<file path="src/wsfd_pkg.sv">
package wsfd_pkg;

  // Width of the payload length counter
  localparam int unsigned LengthBits = 64;

  // Result queue between parser and output stage
  localparam int unsigned QueueDepth = 2;
  localparam int unsigned QueuePtrW  = 1;
  localparam int unsigned QueueCntW  = 2;

  // Opcodes that produce results
  localparam logic [3:0] OpText  = 4'h1;
  localparam logic [3:0] OpClose = 4'h8;
  localparam logic [3:0] OpPing  = 4'h9;

  // Short length codes that announce an extended length
  localparam logic [6:0] LenExt16 = 7'd126;
  localparam logic [6:0] LenExt64 = 7'd127;

  // Extended length and mask key byte counts
  localparam logic [3:0] ExtBytes16 = 4'd2;
  localparam logic [3:0] ExtBytes64 = 4'd8;
  localparam logic [3:0] KeyBytes   = 4'd4;

  typedef enum logic [2:0] {
    PhHdr0 = 3'd0,
    PhHdr1 = 3'd1,
    PhExt  = 3'd2,
    PhKey  = 3'd3,
    PhData = 3'd4
  } phase_e;

  typedef enum logic [1:0] {
    KindText  = 2'd0,
    KindPing  = 2'd1,
    KindClose = 2'd2
  } kind_e;

  // One classified result travelling from parser to output stage
  typedef struct packed {
    logic [7:0] data;
    logic [7:0] key;
    logic       dvalid;
    kind_e      kind;
    logic       last;
  } res_t;

endpackage

</file>
<file path="src/wsfd_front.sv">
module wsfd_front (
  input  logic              clk_i,
  input  logic              rst_ni,
  input  logic              accept_i,
  input  logic [7:0]        rx_byte_i,
  output logic              res_valid_o,
  output wsfd_pkg::res_t    res_o
);

  wsfd_pkg::phase_e                   phase_q, phase_d;
  logic [3:0]                         opcode_q, opcode_d;
  logic                               mask_q, mask_d;
  logic [3:0]                         hcount_q, hcount_d;
  logic [wsfd_pkg::LengthBits-1:0]    remain_q, remain_d;
  logic [31:0]                        key_q, key_d;
  logic [1:0]                         midx_q, midx_d;
  logic                               closed_q, closed_d;

  logic       len_done;
  logic       hdr_done;
  logic       fin;
  logic       last;
  logic       emits;
  logic [6:0] short_len;
  logic [7:0] key_byte;

  // State registers
  always_ff @(posedge clk_i or negedge rst_ni) begin
    if (!rst_ni) begin
      phase_q  <= wsfd_pkg::PhHdr0;
      opcode_q <= '0;
      mask_q   <= 1'b0;
      hcount_q <= '0;
      remain_q <= '0;
      key_q    <= '0;
      midx_q   <= '0;
      closed_q <= 1'b0;
    end else begin
      phase_q  <= phase_d;
      opcode_q <= opcode_d;
      mask_q   <= mask_d;
      hcount_q <= hcount_d;
      remain_q <= remain_d;
      key_q    <= key_d;
      midx_q   <= midx_d;
      closed_q <= closed_d;
    end
  end

  // Key byte for the current payload position, first key byte at index 0
  always_comb begin
    unique case (midx_q)
      2'd0:    key_byte = key_q[31:24];
      2'd1:    key_byte = key_q[23:16];
      2'd2:    key_byte = key_q[15:8];
      default: key_byte = key_q[7:0];
    endcase
  end

  assign emits     = (opcode_q == wsfd_pkg::OpText) || (opcode_q == wsfd_pkg::OpPing);
  assign short_len = rx_byte_i[6:0];
  assign last      = (remain_q == {{(wsfd_pkg::LengthBits-1){1'b0}}, 1'b1});

  // Header parse, length tracking and result classification
  always_comb begin
    phase_d     = phase_q;
    opcode_d    = opcode_q;
    mask_d      = mask_q;
    hcount_d    = hcount_q;
    remain_d    = remain_q;
    key_d       = key_q;
    midx_d      = midx_q;
    closed_d    = closed_q;
    len_done    = 1'b0;
    hdr_done    = 1'b0;
    fin         = 1'b0;
    res_valid_o = 1'b0;
    res_o       = '0;

    if (accept_i && !closed_q) begin
      unique case (phase_q)
        wsfd_pkg::PhHdr1: begin
          mask_d   = rx_byte_i[7];
          remain_d = '0;
          if (short_len == wsfd_pkg::LenExt16 || short_len == wsfd_pkg::LenExt64) begin
            hcount_d = (short_len == wsfd_pkg::LenExt16) ? wsfd_pkg::ExtBytes16
                                                         : wsfd_pkg::ExtBytes64;
            phase_d  = wsfd_pkg::PhExt;
          end else begin
            remain_d = {{(wsfd_pkg::LengthBits-7){1'b0}}, short_len};
            len_done = 1'b1;
          end
        end
        wsfd_pkg::PhExt: begin
          // saturate once another byte would overflow the counter
          if (remain_q[wsfd_pkg::LengthBits-1 -: 8] != 8'd0) begin
            remain_d = '1;
          end else begin
            remain_d = {remain_q[wsfd_pkg::LengthBits-9:0], rx_byte_i};
          end
          hcount_d = hcount_q - 4'd1;
          if (hcount_d == 4'd0) begin
            len_done = 1'b1;
          end
        end
        wsfd_pkg::PhKey: begin
          key_d    = {key_q[23:0], rx_byte_i};
          hcount_d = hcount_q - 4'd1;
          if (hcount_d == 4'd0) begin
            hdr_done = 1'b1;
          end
        end
        wsfd_pkg::PhData: begin
          midx_d   = midx_q + 2'd1;
          remain_d = remain_q - {{(wsfd_pkg::LengthBits-1){1'b0}}, 1'b1};
          if (emits) begin
            res_valid_o  = 1'b1;
            res_o.data   = rx_byte_i;
            res_o.key    = mask_q ? key_byte : 8'd0;
            res_o.dvalid = 1'b1;
            res_o.kind   = (opcode_q == wsfd_pkg::OpPing) ? wsfd_pkg::KindPing
                                                          : wsfd_pkg::KindText;
            res_o.last   = last;
            if (last) begin
              phase_d = wsfd_pkg::PhHdr0;
            end
          end else if (last) begin
            fin = 1'b1;
          end
        end
        default: begin
          // first header byte, unused codes land here too
          opcode_d = rx_byte_i[3:0];
          phase_d  = wsfd_pkg::PhHdr1;
        end
      endcase

      // length complete: key bytes follow when masked
      if (len_done) begin
        if (mask_d) begin
          phase_d  = wsfd_pkg::PhKey;
          hcount_d = wsfd_pkg::KeyBytes;
        end else begin
          hdr_done = 1'b1;
        end
      end

      // header complete: payload or an empty frame
      if (hdr_done) begin
        midx_d = '0;
        if (remain_d == '0) begin
          fin = 1'b1;
        end else begin
          phase_d = wsfd_pkg::PhData;
        end
      end

      // frame end marker
      if (fin) begin
        phase_d = wsfd_pkg::PhHdr0;
        if (opcode_d == wsfd_pkg::OpClose) begin
          closed_d    = 1'b1;
          res_valid_o = 1'b1;
          res_o.kind  = wsfd_pkg::KindClose;
          res_o.last  = 1'b1;
        end else if (opcode_d == wsfd_pkg::OpText || opcode_d == wsfd_pkg::OpPing) begin
          res_valid_o = 1'b1;
          res_o.kind  = (opcode_d == wsfd_pkg::OpPing) ? wsfd_pkg::KindPing
                                                       : wsfd_pkg::KindText;
          res_o.last  = 1'b1;
        end
      end
    end
  end

endmodule

</file>
<file path="src/wsfd_queue.sv">
module wsfd_queue (
  input  logic              clk_i,
  input  logic              rst_ni,
  input  logic              push_i,
  input  wsfd_pkg::res_t    push_item_i,
  output logic              full_o,
  input  logic              pop_i,
  output logic              empty_o,
  output wsfd_pkg::res_t    head_o
);

  wsfd_pkg::res_t                    mem_q [wsfd_pkg::QueueDepth];
  logic [wsfd_pkg::QueuePtrW-1:0]    wptr_q, wptr_d;
  logic [wsfd_pkg::QueuePtrW-1:0]    rptr_q, rptr_d;
  logic [wsfd_pkg::QueueCntW-1:0]    count_q, count_d;
  logic                              do_push;
  logic                              do_pop;

  assign full_o  = (count_q == wsfd_pkg::QueueCntW'(wsfd_pkg::QueueDepth));
  assign empty_o = (count_q == '0);
  assign do_push = push_i && !full_o;
  assign do_pop  = pop_i && !empty_o;
  assign head_o  = mem_q[rptr_q];

  // Pointer and fill count update
  always_comb begin
    wptr_d  = do_push ? wptr_q + 1'b1 : wptr_q;
    rptr_d  = do_pop ? rptr_q + 1'b1 : rptr_q;
    count_d = count_q;
    if (do_push && !do_pop) begin
      count_d = count_q + 1'b1;
    end else if (do_pop && !do_push) begin
      count_d = count_q - 1'b1;
    end
  end

  always_ff @(posedge clk_i or negedge rst_ni) begin
    if (!rst_ni) begin
      wptr_q  <= '0;
      rptr_q  <= '0;
      count_q <= '0;
    end else begin
      wptr_q  <= wptr_d;
      rptr_q  <= rptr_d;
      count_q <= count_d;
    end
  end

  // Item storage
  always_ff @(posedge clk_i) begin
    if (do_push) begin
      mem_q[wptr_q] <= push_item_i;
    end
  end

endmodule

</file>
<file path="src/wsfd_back.sv">
module wsfd_back (
  input  logic              clk_i,
  input  logic              rst_ni,
  input  logic              avail_i,
  input  wsfd_pkg::res_t    item_i,
  output logic              pop_o,
  output logic              out_valid_o,
  input  logic              out_stall_i,
  output logic [7:0]        data_byte_o,
  output logic              data_valid_o,
  output logic [1:0]        frame_kind_o,
  output logic              frame_last_o
);

  logic       valid_q, valid_d;
  logic [7:0] data_q;
  logic       dvalid_q;
  logic [1:0] kind_q;
  logic       last_q;

  // Load a new item whenever the output register is free or draining
  assign pop_o   = avail_i && (!valid_q || !out_stall_i);
  assign valid_d = pop_o ? 1'b1 : (valid_q && out_stall_i);

  always_ff @(posedge clk_i or negedge rst_ni) begin
    if (!rst_ni) begin
      valid_q <= 1'b0;
    end else begin
      valid_q <= valid_d;
    end
  end

  // Output payload, unmasked on load
  always_ff @(posedge clk_i) begin
    if (pop_o) begin
      data_q   <= item_i.data ^ item_i.key;
      dvalid_q <= item_i.dvalid;
      kind_q   <= 2'(item_i.kind);
      last_q   <= item_i.last;
    end
  end

  assign out_valid_o  = valid_q;
  assign data_byte_o  = data_q;
  assign data_valid_o = dvalid_q;
  assign frame_kind_o = kind_q;
  assign frame_last_o = last_q;

endmodule

</file>
<file path="src/websocket_frame_deframer_core.sv">
// Path: each byte is classified combinationally, its result is written into the result
// queue at the edge that takes the byte and is then loaded into the output register.
// Throughput: one byte per cycle while in_stall_o is low; the parser never waits on itself.
// in_stall_o is high while the two-entry result queue is full, which only a stalled output
// causes; it falls at the first edge at which the output takes an item again.
// Reset (rst_ni low, asynchronous): parser returns to the first header byte, the stream
// is reopened after a close frame, and the queue and output register are emptied.
module websocket_frame_deframer_core (
  input  logic       clk_i,
  input  logic       rst_ni,
  input  logic       in_valid_i,
  output logic       in_stall_o,
  input  logic [7:0] rx_byte_i,
  output logic       out_valid_o,
  input  logic       out_stall_i,
  output logic [7:0] data_byte_o,
  output logic       data_valid_o,
  output logic [1:0] frame_kind_o,
  output logic       frame_last_o
);

  logic           accept;
  logic           res_valid;
  wsfd_pkg::res_t res;
  logic           q_full;
  logic           q_empty;
  logic           q_pop;
  wsfd_pkg::res_t q_head;

  assign in_stall_o = q_full;
  assign accept     = in_valid_i && !q_full;

  // Header parser and classifier
  wsfd_front u_front (
    .clk_i      (clk_i),
    .rst_ni     (rst_ni),
    .accept_i   (accept),
    .rx_byte_i  (rx_byte_i),
    .res_valid_o(res_valid),
    .res_o      (res)
  );

  // Decoupling queue
  wsfd_queue u_queue (
    .clk_i      (clk_i),
    .rst_ni     (rst_ni),
    .push_i     (res_valid),
    .push_item_i(res),
    .full_o     (q_full),
    .pop_i      (q_pop),
    .empty_o    (q_empty),
    .head_o     (q_head)
  );

  // Unmasking and output register
  wsfd_back u_back (
    .clk_i       (clk_i),
    .rst_ni      (rst_ni),
    .avail_i     (!q_empty),
    .item_i      (q_head),
    .pop_o       (q_pop),
    .out_valid_o (out_valid_o),
    .out_stall_i (out_stall_i),
    .data_byte_o (data_byte_o),
    .data_valid_o(data_valid_o),
    .frame_kind_o(frame_kind_o),
    .frame_last_o(frame_last_o)
  );

endmodule
</file>
<file path="config.mk">
export PLATFORM = sky130hd
export DESIGN_NAME = websocket_frame_deframer_core
export DESIGN_NICKNAME = d
export VERILOG_FILES = /design/src/wsfd_pkg.sv /design/src/wsfd_front.sv /design/src/wsfd_queue.sv /design/src/wsfd_back.sv /design/src/websocket_frame_deframer_core.sv
export SDC_FILE = /design/constraint.sdc
export NUM_CORES = 1
export LEC_CHECK = 0
export BUFFER_PORTS_ARGS = -buffer_cell sky130_fd_sc_hd__buf_4
export CAP_MARGIN = 40
export CORE_MARGIN = 2
export CORE_UTILIZATION = 40
export DETAILED_ROUTE_END_ITERATION = 10
export SYNTH_ARGS = -nofsm -noshare
export SYNTH_HDL_FRONTEND = slang
export SYNTH_SLANG_ARGS = --single-unit
</file>
<file path="constraint.sdc">
create_clock -name clk_i -period 5.34 [get_ports clk_i]
set_input_delay 0.801 -clock clk_i [delete_from_list [all_inputs] [get_ports clk_i]]
set_output_delay 0.801 -clock clk_i [all_outputs]
set_load 0.02 [all_outputs]
</file>
Word-level counts from Yosys, hierarchy flattened:

Memory sizes are Yosys's and may differ from the RTL's.
Cells that the tools add are included.

* $add $sub $neg: 7
* equal/unequal tests: 15
* muxes and demuxes: 59
* bitwise gates (word level): 1
* reduce and logical (&&, ||, !) cells: 31

Operators with widths (number)
* $pmux 64 s3: 1
* $mux 64: 2
* $eq 64x1->1 const B: 1
* $logic_not 64->1: 1
* $sub 64x1->64 const B: 1
* $mux 20: 3
* $mux 3: 11
* $mux 1: 26
* $mux 4: 6
* $pmux 8 s3: 1
* $eq 7x7->1 const B: 2
* $eq 4x4->1 const B: 3
* $pmux 3 s3: 1
* $eq 4x1->1 const B: 2
* $logic_and 1x1->1: 8
* $mux 2: 4
* $mux 8: 1
* $pmux 4 s2: 1
* $reduce_bool 8->1: 1
* $xor 8x8->8: 1
* $logic_not 1->1: 7
* $mux 7: 1
* $eq 3x2->1 const B: 2
* $add 2x1->2 const B: 2
* 16 further kinds: 24

* register bits: 128
* bits in writable memories: 40
* input port bits: 12
* output and inout port bits: 14
* logic and storage cells: 130
* memories: 1

Memory list
* u_queue.mem_q: words 2, bits a word 20, read ports 1, clocked after memory_dff 0, wr ports 1, line wsfd_queue.sv:12 `wsfd_pkg::res_t mem_q [wsfd_pkg::QueueDepth];`

Depth between registers and ports, before layout:

* depth after elaboration: 17
* mapped depth: 17
* gate-level depth less buffers: 16

Modules after synthesis:

Synthesis repeated with hierarchy kept, for this count alone.

* cell total of the unflattened synthesis: 1115
* area total of the unflattened synthesis: 10117.2 um^2

By module, submodules not included
* wsfd_front: times used 1, cells each 1009, area an instance 7987.7 um^2, sequential area each 2777.7 um^2
* wsfd_queue: times used 1, cells each 81, area an instance 1637.8 um^2, sequential area each 1301.2 um^2
* wsfd_back: times used 1, cells each 23, area an instance 474.2 um^2, sequential area each 385.4 um^2
* websocket_frame_deframer_core: times used 1, cells each 2, area an instance 17.5 um^2, sequential area each 0.0 um^2

Worst setup path before layout:

OpenSTA, ideal clock, no wires.

* path type: register to register
* start: reg u_front.remain_q[8] in the netlist's numbering
* end: mem u_queue.mem_q[0][0] in the netlist's numbering, enable pin
* setup time: 0.404 ns
* data arrival time: 4.362 ns
* data required time: 4.936 ns
* setup slack: 0.574 ns
* cell stages (with the launch flop): 13
* path buffers: 2
* clock period less this slack: 4.766 ns
* cell sequence: dfrtp_1 -> buf_6 -> or3_1 -> buf_2 -> nor4_4 -> nand4_4 -> or4_4 -> xor2_1 -> o211ai_1 -> o41a_1 -> and4bb_1 -> nand4_2 -> a21oi_1

* cells in the longest elaborated chain, start to end: 12
* elaborated cells on any way between the ends: 17
* classes of those cells: add/sub: 1; eq/ne: 1; mux: 13; reduce/logical: 2

Ends and longest elaborated chain
* from (decl): line wsfd_front.sv:14 `logic [wsfd_pkg::LengthBits-1:0] remain_q, remain_d;`
* from (signal assigned): line wsfd_front.sv:43 `remain_q <= remain_d;`
* $sub 64x1->64, or another cell as far along: line wsfd_front.sv:115 `remain_d = remain_q - {{(wsfd_pkg::LengthBits-1){1'b0}}, 1'b1};`
* $pmux 64 s3 / $mux 1 (equally long branches): line wsfd_front.sv:81, wsfd_front.sv:127
* $mux 64 / $mux 1 (equally long branches): line wsfd_front.sv:80, wsfd_front.sv:116
* $logic_not 64->1 / $mux 1 (equally long branches): line wsfd_front.sv:151, wsfd_front.sv:81
* $mux 1: line wsfd_front.sv:151 `if (remain_d == '0) begin`
* $mux 1 *: line wsfd_front.sv:149 `if (hdr_done) begin`
* $mux 1 *: line wsfd_front.sv:80 `if (accept_i && !closed_q) begin`
* $mux 1 *: line wsfd_front.sv:159 `if (fin) begin`
* $mux 1 *: line wsfd_front.sv:80
* $logic_and 1x1->1 *: line wsfd_queue.sv:21 `assign do_push = push_i && !full_o;`
* $mux 1 *: line wsfd_queue.sv:51 `if (do_push) begin`
* $mux 1 (not written as such) *: line wsfd_queue.sv:52 `mem_q[wptr_q] <= push_item_i;`
* to (decl): line wsfd_queue.sv:12

Every way passes the cells marked *; elsewhere a longest branch is shown, timed or not. The select of a mux whose other input is x is not followed.

Worst setup path in the final report:

* start: reg u_front.phase_q[2]
* end: mem u_queue.mem_q[1][11] in the netlist's numbering, enable pin

* cells in the longest elaborated chain, start to end: 13
* elaborated cells on any way between the ends: 34
* classes of those cells: eq/ne: 7; mux: 23; reduce/logical: 4

Ends and longest elaborated chain
* from (decl): line wsfd_front.sv:10 `wsfd_pkg::phase_e phase_q, phase_d;`
* from (signal assigned): line wsfd_front.sv:30 `phase_q <= wsfd_pkg::PhHdr0;`
* from (signal assigned): line wsfd_front.sv:39 `phase_q <= phase_d;`
* parallel branches: the longest is 8 deep, another holds $pmux 64 s3
* $mux 1 *: line wsfd_front.sv:159
* $mux 1 *: line wsfd_front.sv:80
* $logic_and 1x1->1 *: line wsfd_queue.sv:21
* $mux 1 *: line wsfd_queue.sv:51
* $mux 1 (not written as such) *: line wsfd_queue.sv:52

Every way passes the cells marked *. The select of a mux whose other input is x is not followed.

==> run_summary.xml <==
<?xml version="1.0" encoding="UTF-8"?>
<metrics>
  <group name="run">
    <metric name="max-cap-violations" unit="">0</metric>
  </group>
  <group name="synthesis">
    <metric name="synth_top_cells_by_count" unit="">sky130_fd_sc_hd__nand2_1, sky130_fd_sc_hd__o21ai_0, sky130_fd_sc_hd__dfrtp_1, sky130_fd_sc_hd__nor2_1, sky130_fd_sc_hd__clkbuf_1</metric>
    <metric name="ys_top_cells_by_area" unit="">sky130_fd_sc_hd__dfrtp_1, sky130_fd_sc_hd__edfxtp_1, sky130_fd_sc_hd__o21ai_0</metric>
    <metric name="synth.cell_area" unit="um^2">10600</metric>
    <metric name="synth_top_cell_by_area" unit="">sky130_fd_sc_hd__dfrtp_1</metric>
    <metric name="synth.distinct_cells" unit="">80</metric>
    <metric name="netlist.area_leader.share" unit="">0.2738</metric>
    <metric name="yosysSeqAreaShare" unit="">0.4211</metric>
    <metric name="synth_edf_count" unit="">52</metric>
    <metric name="ys.warnings.count" unit="">0</metric>
    <metric name="share_of_async_settable_or_async_resettable_flops_after_synthesis" unit="">0.6905</metric>
    <metric name="library_cell_with_the_highest_instance_count_after_synthesis" unit="">sky130_fd_sc_hd__nand2_1</metric>
    <metric name="synth_seq_cells" unit="">168</metric>
    <metric name="synth.net_count" unit="">1224</metric>
    <metric name="netlist_instances" unit="">1203</metric>
    <metric name="ys_dominant_reg_cell" unit="">sky130_fd_sc_hd__dfrtp_1</metric>
    <metric name="synthesis.area_per_instance" unit="um^2">8.814</metric>
  </group>
  <group name="grt">
    <metric name="vias_in_the_first_global_route" unit="">9151</metric>
    <metric name="globalRouteOverflowTotal" unit="">0</metric>
    <metric name="grt_max_degree" unit="">63</metric>
    <metric name="global_route_wire_length_before_repair" unit="mm">55.28</metric>
    <metric name="antenna_found_initial" unit="">0</metric>
    <metric name="grt_use_total" unit="">0.2542</metric>
  </group>
  <group name="detailed_routing">
    <metric name="viasPerCell" unit="">6.336</metric>
    <metric name="first_pass_iters" unit="">7</metric>
    <metric name="routed_wirelength" unit="mm">35.53</metric>
    <metric name="antenna_violating_nets_left" unit="">0</metric>
    <metric name="number_of_vias_after_detailed_routing" unit="">9758</metric>
    <metric name="drt_first_iter_violations" unit="">1509</metric>
    <metric name="routed_wire_length_per_instance" unit="um">23.07</metric>
    <metric name="number_of_design_rule_violations_left_after_detail_routing" unit="">0</metric>
  </group>
  <group name="timing">
    <metric name="post-route-min-period" unit="ps">4716</metric>
    <metric name="share_of_the_cycle_needed_by_the_critical_path_after_routing" unit="">0.8832</metric>
    <metric name="rsz0062_at_grt" unit="">false</metric>
    <metric name="maxSlewViolCount" unit="">0</metric>
    <metric name="hold_viol_final" unit="">0</metric>
    <metric name="fin_worst_skew" unit="ps">13.93</metric>
    <metric name="worst_slew_margin_rel" unit="">0.4081</metric>
    <metric name="achievable_clock_frequency" unit="MHz">212.0</metric>
    <metric name="report.final.setup_viol" unit="">0</metric>
    <metric name="setup_tns" unit="ps">0</metric>
    <metric name="actual_transition_at_the_worst_max_transition_pin" unit="ps">886.9</metric>
  </group>
  <group name="floorplan">
    <metric name="die_area" unit="um^2">27830</metric>
    <metric name="die_h" unit="um">166.8</metric>
    <metric name="dieWidth" unit="um">166.8</metric>
    <metric name="number_of_core_rows" unit="">59</metric>
    <metric name="coreArea" unit="um^2">26060</metric>
    <metric name="ios" unit="">26</metric>
    <metric name="effective_utilization_at_floorplan" unit="">0.4069</metric>
  </group>
  <group name="power_and_ir_drop">
    <metric name="cell_internal_pwr" unit="W">0.003928</metric>
    <metric name="power.combinational.fraction" unit="">0.544</metric>
    <metric name="power_frac_clock" unit="">0.165</metric>
    <metric name="total_switching_power" unit="W">0.004151</metric>
    <metric name="power_switching_share" unit="">0.5138</metric>
    <metric name="power_density" unit="nW/um^2">681.1</metric>
    <metric name="report.power.total" unit="W">0.008078</metric>
    <metric name="worst_ir_drop_vdd" unit="uV">339.5</metric>
    <metric name="pwr-share-seq" unit="">0.291</metric>
    <metric name="power_leakage" unit="nW">4.664</metric>
  </group>
  <group name="clock_tree">
    <metric name="ctsHtreeMaxLevel" unit="">4</metric>
    <metric name="cts_made_buffers" unit="">17</metric>
    <metric name="ctsRootBufferMaster" unit="">sky130_fd_sc_hd__clkbuf_16</metric>
    <metric name="clk_lat_worst_skew" unit="ps">450</metric>
    <metric name="post-cts-setup-buffers" unit="">0</metric>
    <metric name="clock-sinks" unit="">168</metric>
    <metric name="clock_tree.buffer_depth" unit="">2</metric>
    <metric name="postCtsResizedCells" unit="">0</metric>
    <metric name="ctsHoldBuffers" unit="">0</metric>
    <metric name="clkSlewWorstSetupHoldPaths" unit="ps">80</metric>
    <metric name="tritoncts" unit="">yes</metric>
  </group>
  <group name="worst_setup_path">
    <metric name="required_time_of_the_critical_path" unit="ps">5460</metric>
    <metric name="worst_ep_arrival_time" unit="ps">4840</metric>
    <metric name="critPathBufInv" unit="">2</metric>
    <metric name="timing.critical_path.slowest_cell_delay" unit="ps">810</metric>
    <metric name="critPathTopFamily" unit="">simple AND/OR/NAND/NOR gates</metric>
    <metric name="slowest_stage" unit="">sky130_fd_sc_hd__nor3b_1</metric>
    <metric name="crit_path_start_kind" unit="">register</metric>
    <metric name="critical_path_cell_list" unit="">nor3b_1, a21oi_2, buf_12, nand2_1, nand2_1, or4_1, or4_1, nor4_1, and4bb_1, nand4_2, a21oi_2, buf_4</metric>
    <metric name="reg2regPathDepth" unit="">12</metric>
    <metric name="critical_path_class" unit="">register to register</metric>
    <metric name="critical_path.endpoint_type" unit="">register</metric>
    <metric name="highest_net_fanout_along_the_worst_path" unit="">21</metric>
    <metric name="reg2reg_setup_slack" unit="ps">620</metric>
    <metric name="worstReg2RegStart" unit="">u_front.phase_q[2]</metric>
    <metric name="crit-reg2reg-capture" unit="">u_queue.mem_q[1][11]</metric>
  </group>
  <group name="cells_and_area">
    <metric name="antenna_diode_instance_count" unit="">0</metric>
    <metric name="final_net_count" unit="">1213</metric>
    <metric name="share_of_cells_above_drive_strength_1" unit="">0.1461</metric>
    <metric name="synthToLayoutAreaGrowth" unit="%">11.86</metric>
  </group>
  <group name="hold_path">
    <metric name="timing.hold.worst.class" unit="">input pin to async pin</metric>
  </group>
  <group name="run_status">
    <metric name="run_status" unit="">finished, final reports clean</metric>
  </group>
  <group name="place">
    <metric name="port_buffer_count" unit="">25</metric>
    <metric name="place_congestion" unit="">0.9773</metric>
    <metric name="dpl.hpwl" unit="mm">24.81</metric>
  </group>
</metrics>
[layout make-up]
| type | instances | area [um^2] |
|---|---|---|
| tap | 335 | 419.2 |
| clock inverter | 15 | 212.7 |
| clock buffer | 17 | 425.4 |
| fill | 2506 | 14200 |
| timing repair buffer | 71 | 571.8 |
| inverter | 22 | 82.58 |
| multi-input combinational | 912 | 5684 |
| sequential | 168 | 4464 |
[sequential cells by signal, summed over array words and instances, names as in the netlist]
name,cells
u_queue.count_q,2
u_back.out_valid_o,1
u_queue.wptr_q,1
u_queue.rptr_q,1
u_front.phase_q,3
u_front.hcount_q,4
u_back.frame_last_o,1
u_front.mask_q,1
u_back.frame_kind_o,2
u_front.key_q,32
u_back.data_valid_o,1
u_back.data_byte_o,8
u_front.closed_q,1
u_front.remain_q,64
u_front.opcode_q,4
u_front.midx_q,2
u_queue.mem_q,40
[metal layers]
metal	vias to the layer above	wire (um)	track usage
met5	-	0	0
met4	0	1103	0.08658
met3	81	3044	0.04729
met2	492	16020	0.3956
met1	4747	15360	0.3569
li1	4438	-	-
[metrics by stage]
stage                     instances  hold WS [ps]    util  setup slack, ps  instance area (um^2)
after detailed placement       1508         490.9  0.4306            742.1                 11220
final                          1540         257.0  0.4551            623.6                 11860
after global placement         1504         486.6  0.4285            688.0                 11170
after CTS                      1540         262.7  0.4551            712.4                 11860
after global routing           1540         287.9  0.4551            348.8                 11860
after floorplan                1203         457.1       -            574.0                 10600
[power by group through the flow]
stage / Sequential [W] / Combinational (W) / Clock, W
3_5_place_dp: 0.00235 / 0.00425 / 0
3_3_place_gp: 0.00234 / 0.00427 / 0
5_1_grt: 0.00241 / 0.00470 / 0.00141
2_1_floorplan: 0.00201 / 0.00302 / 0
6_report: 0.00235 / 0.00440 / 0.00133
4_1_cts: 0.00232 / 0.00427 / 0.00136
[logic make-up after synthesis]
logic type / Yosys count / share of synthesized area
buf+inv: 123 / 0.04520
simple gates: 461 / 0.2209
compound gates: 344 / 0.2104
xor+xnor: 50 / 0.04130
fa+ha+maj: 10 / 0.01157
mux: 47 / 0.04956
flops: 168 / 0.4211
[worst max-delay path by stage]
stage | startpoint | depth (start not counted) | slack (ps) | endpoint
6_report | u_front.phase_q[2] | 12 | 620 | u_queue.mem_q[1][11]
5_1_grt | u_front.remain_q[16] | 11 | 350 | u_queue.mem_q[0][7]
4_1_cts | u_front.remain_q[2] | 11 | 710 | u_queue.mem_q[0][7]
3_5_place_dp | u_front.remain_q[2] | 11 | 740 | u_queue.mem_q[0][9]
3_3_place_gp | u_front.remain_q[60] | 11 | 690 | u_queue.mem_q[0][17]
2_1_floorplan | u_front.remain_q[8] | 12 | 570 | u_queue.mem_q[0][0]
[layout by cell type, fill, tap and decap left out, types with 6 or more instances in the layout]
master                      count
sky130_fd_sc_hd__xnor2_1       30
sky130_fd_sc_hd__nand4_1       15
sky130_fd_sc_hd__o31ai_1       10
sky130_fd_sc_hd__a21oi_1       64
sky130_fd_sc_hd__ha_1           9
sky130_fd_sc_hd__a31oi_1       11
sky130_fd_sc_hd__inv_8          6
sky130_fd_sc_hd__mux2_2        44
sky130_fd_sc_hd__a222oi_1       9
sky130_fd_sc_hd__o21ai_0      124
sky130_fd_sc_hd__a21o_1         7
sky130_fd_sc_hd__inv_1         22
sky130_fd_sc_hd__xor2_1        20
sky130_fd_sc_hd__clkbuf_16     17
sky130_fd_sc_hd__or4_1         20
sky130_fd_sc_hd__a211oi_1       8
sky130_fd_sc_hd__nor2_1        91
sky130_fd_sc_hd__o41ai_1       10
sky130_fd_sc_hd__nor3_1        39
sky130_fd_sc_hd__or3_1         18
sky130_fd_sc_hd__and2_1         8
sky130_fd_sc_hd__o22ai_1        7
sky130_fd_sc_hd__nand2_1      159
sky130_fd_sc_hd__nand3_1       28
sky130_fd_sc_hd__nand2b_1       6
sky130_fd_sc_hd__nor4_1        27
sky130_fd_sc_hd__edfxtp_1      52
sky130_fd_sc_hd__o21a_1         8
sky130_fd_sc_hd__o221ai_1       8
sky130_fd_sc_hd__a221oi_1       8
sky130_fd_sc_hd__dfrtp_1      116
sky130_fd_sc_hd__o22a_1         7
sky130_fd_sc_hd__buf_4         66
sky130_fd_sc_hd__o211ai_1      13
Power figures use the tool's default switching activity.
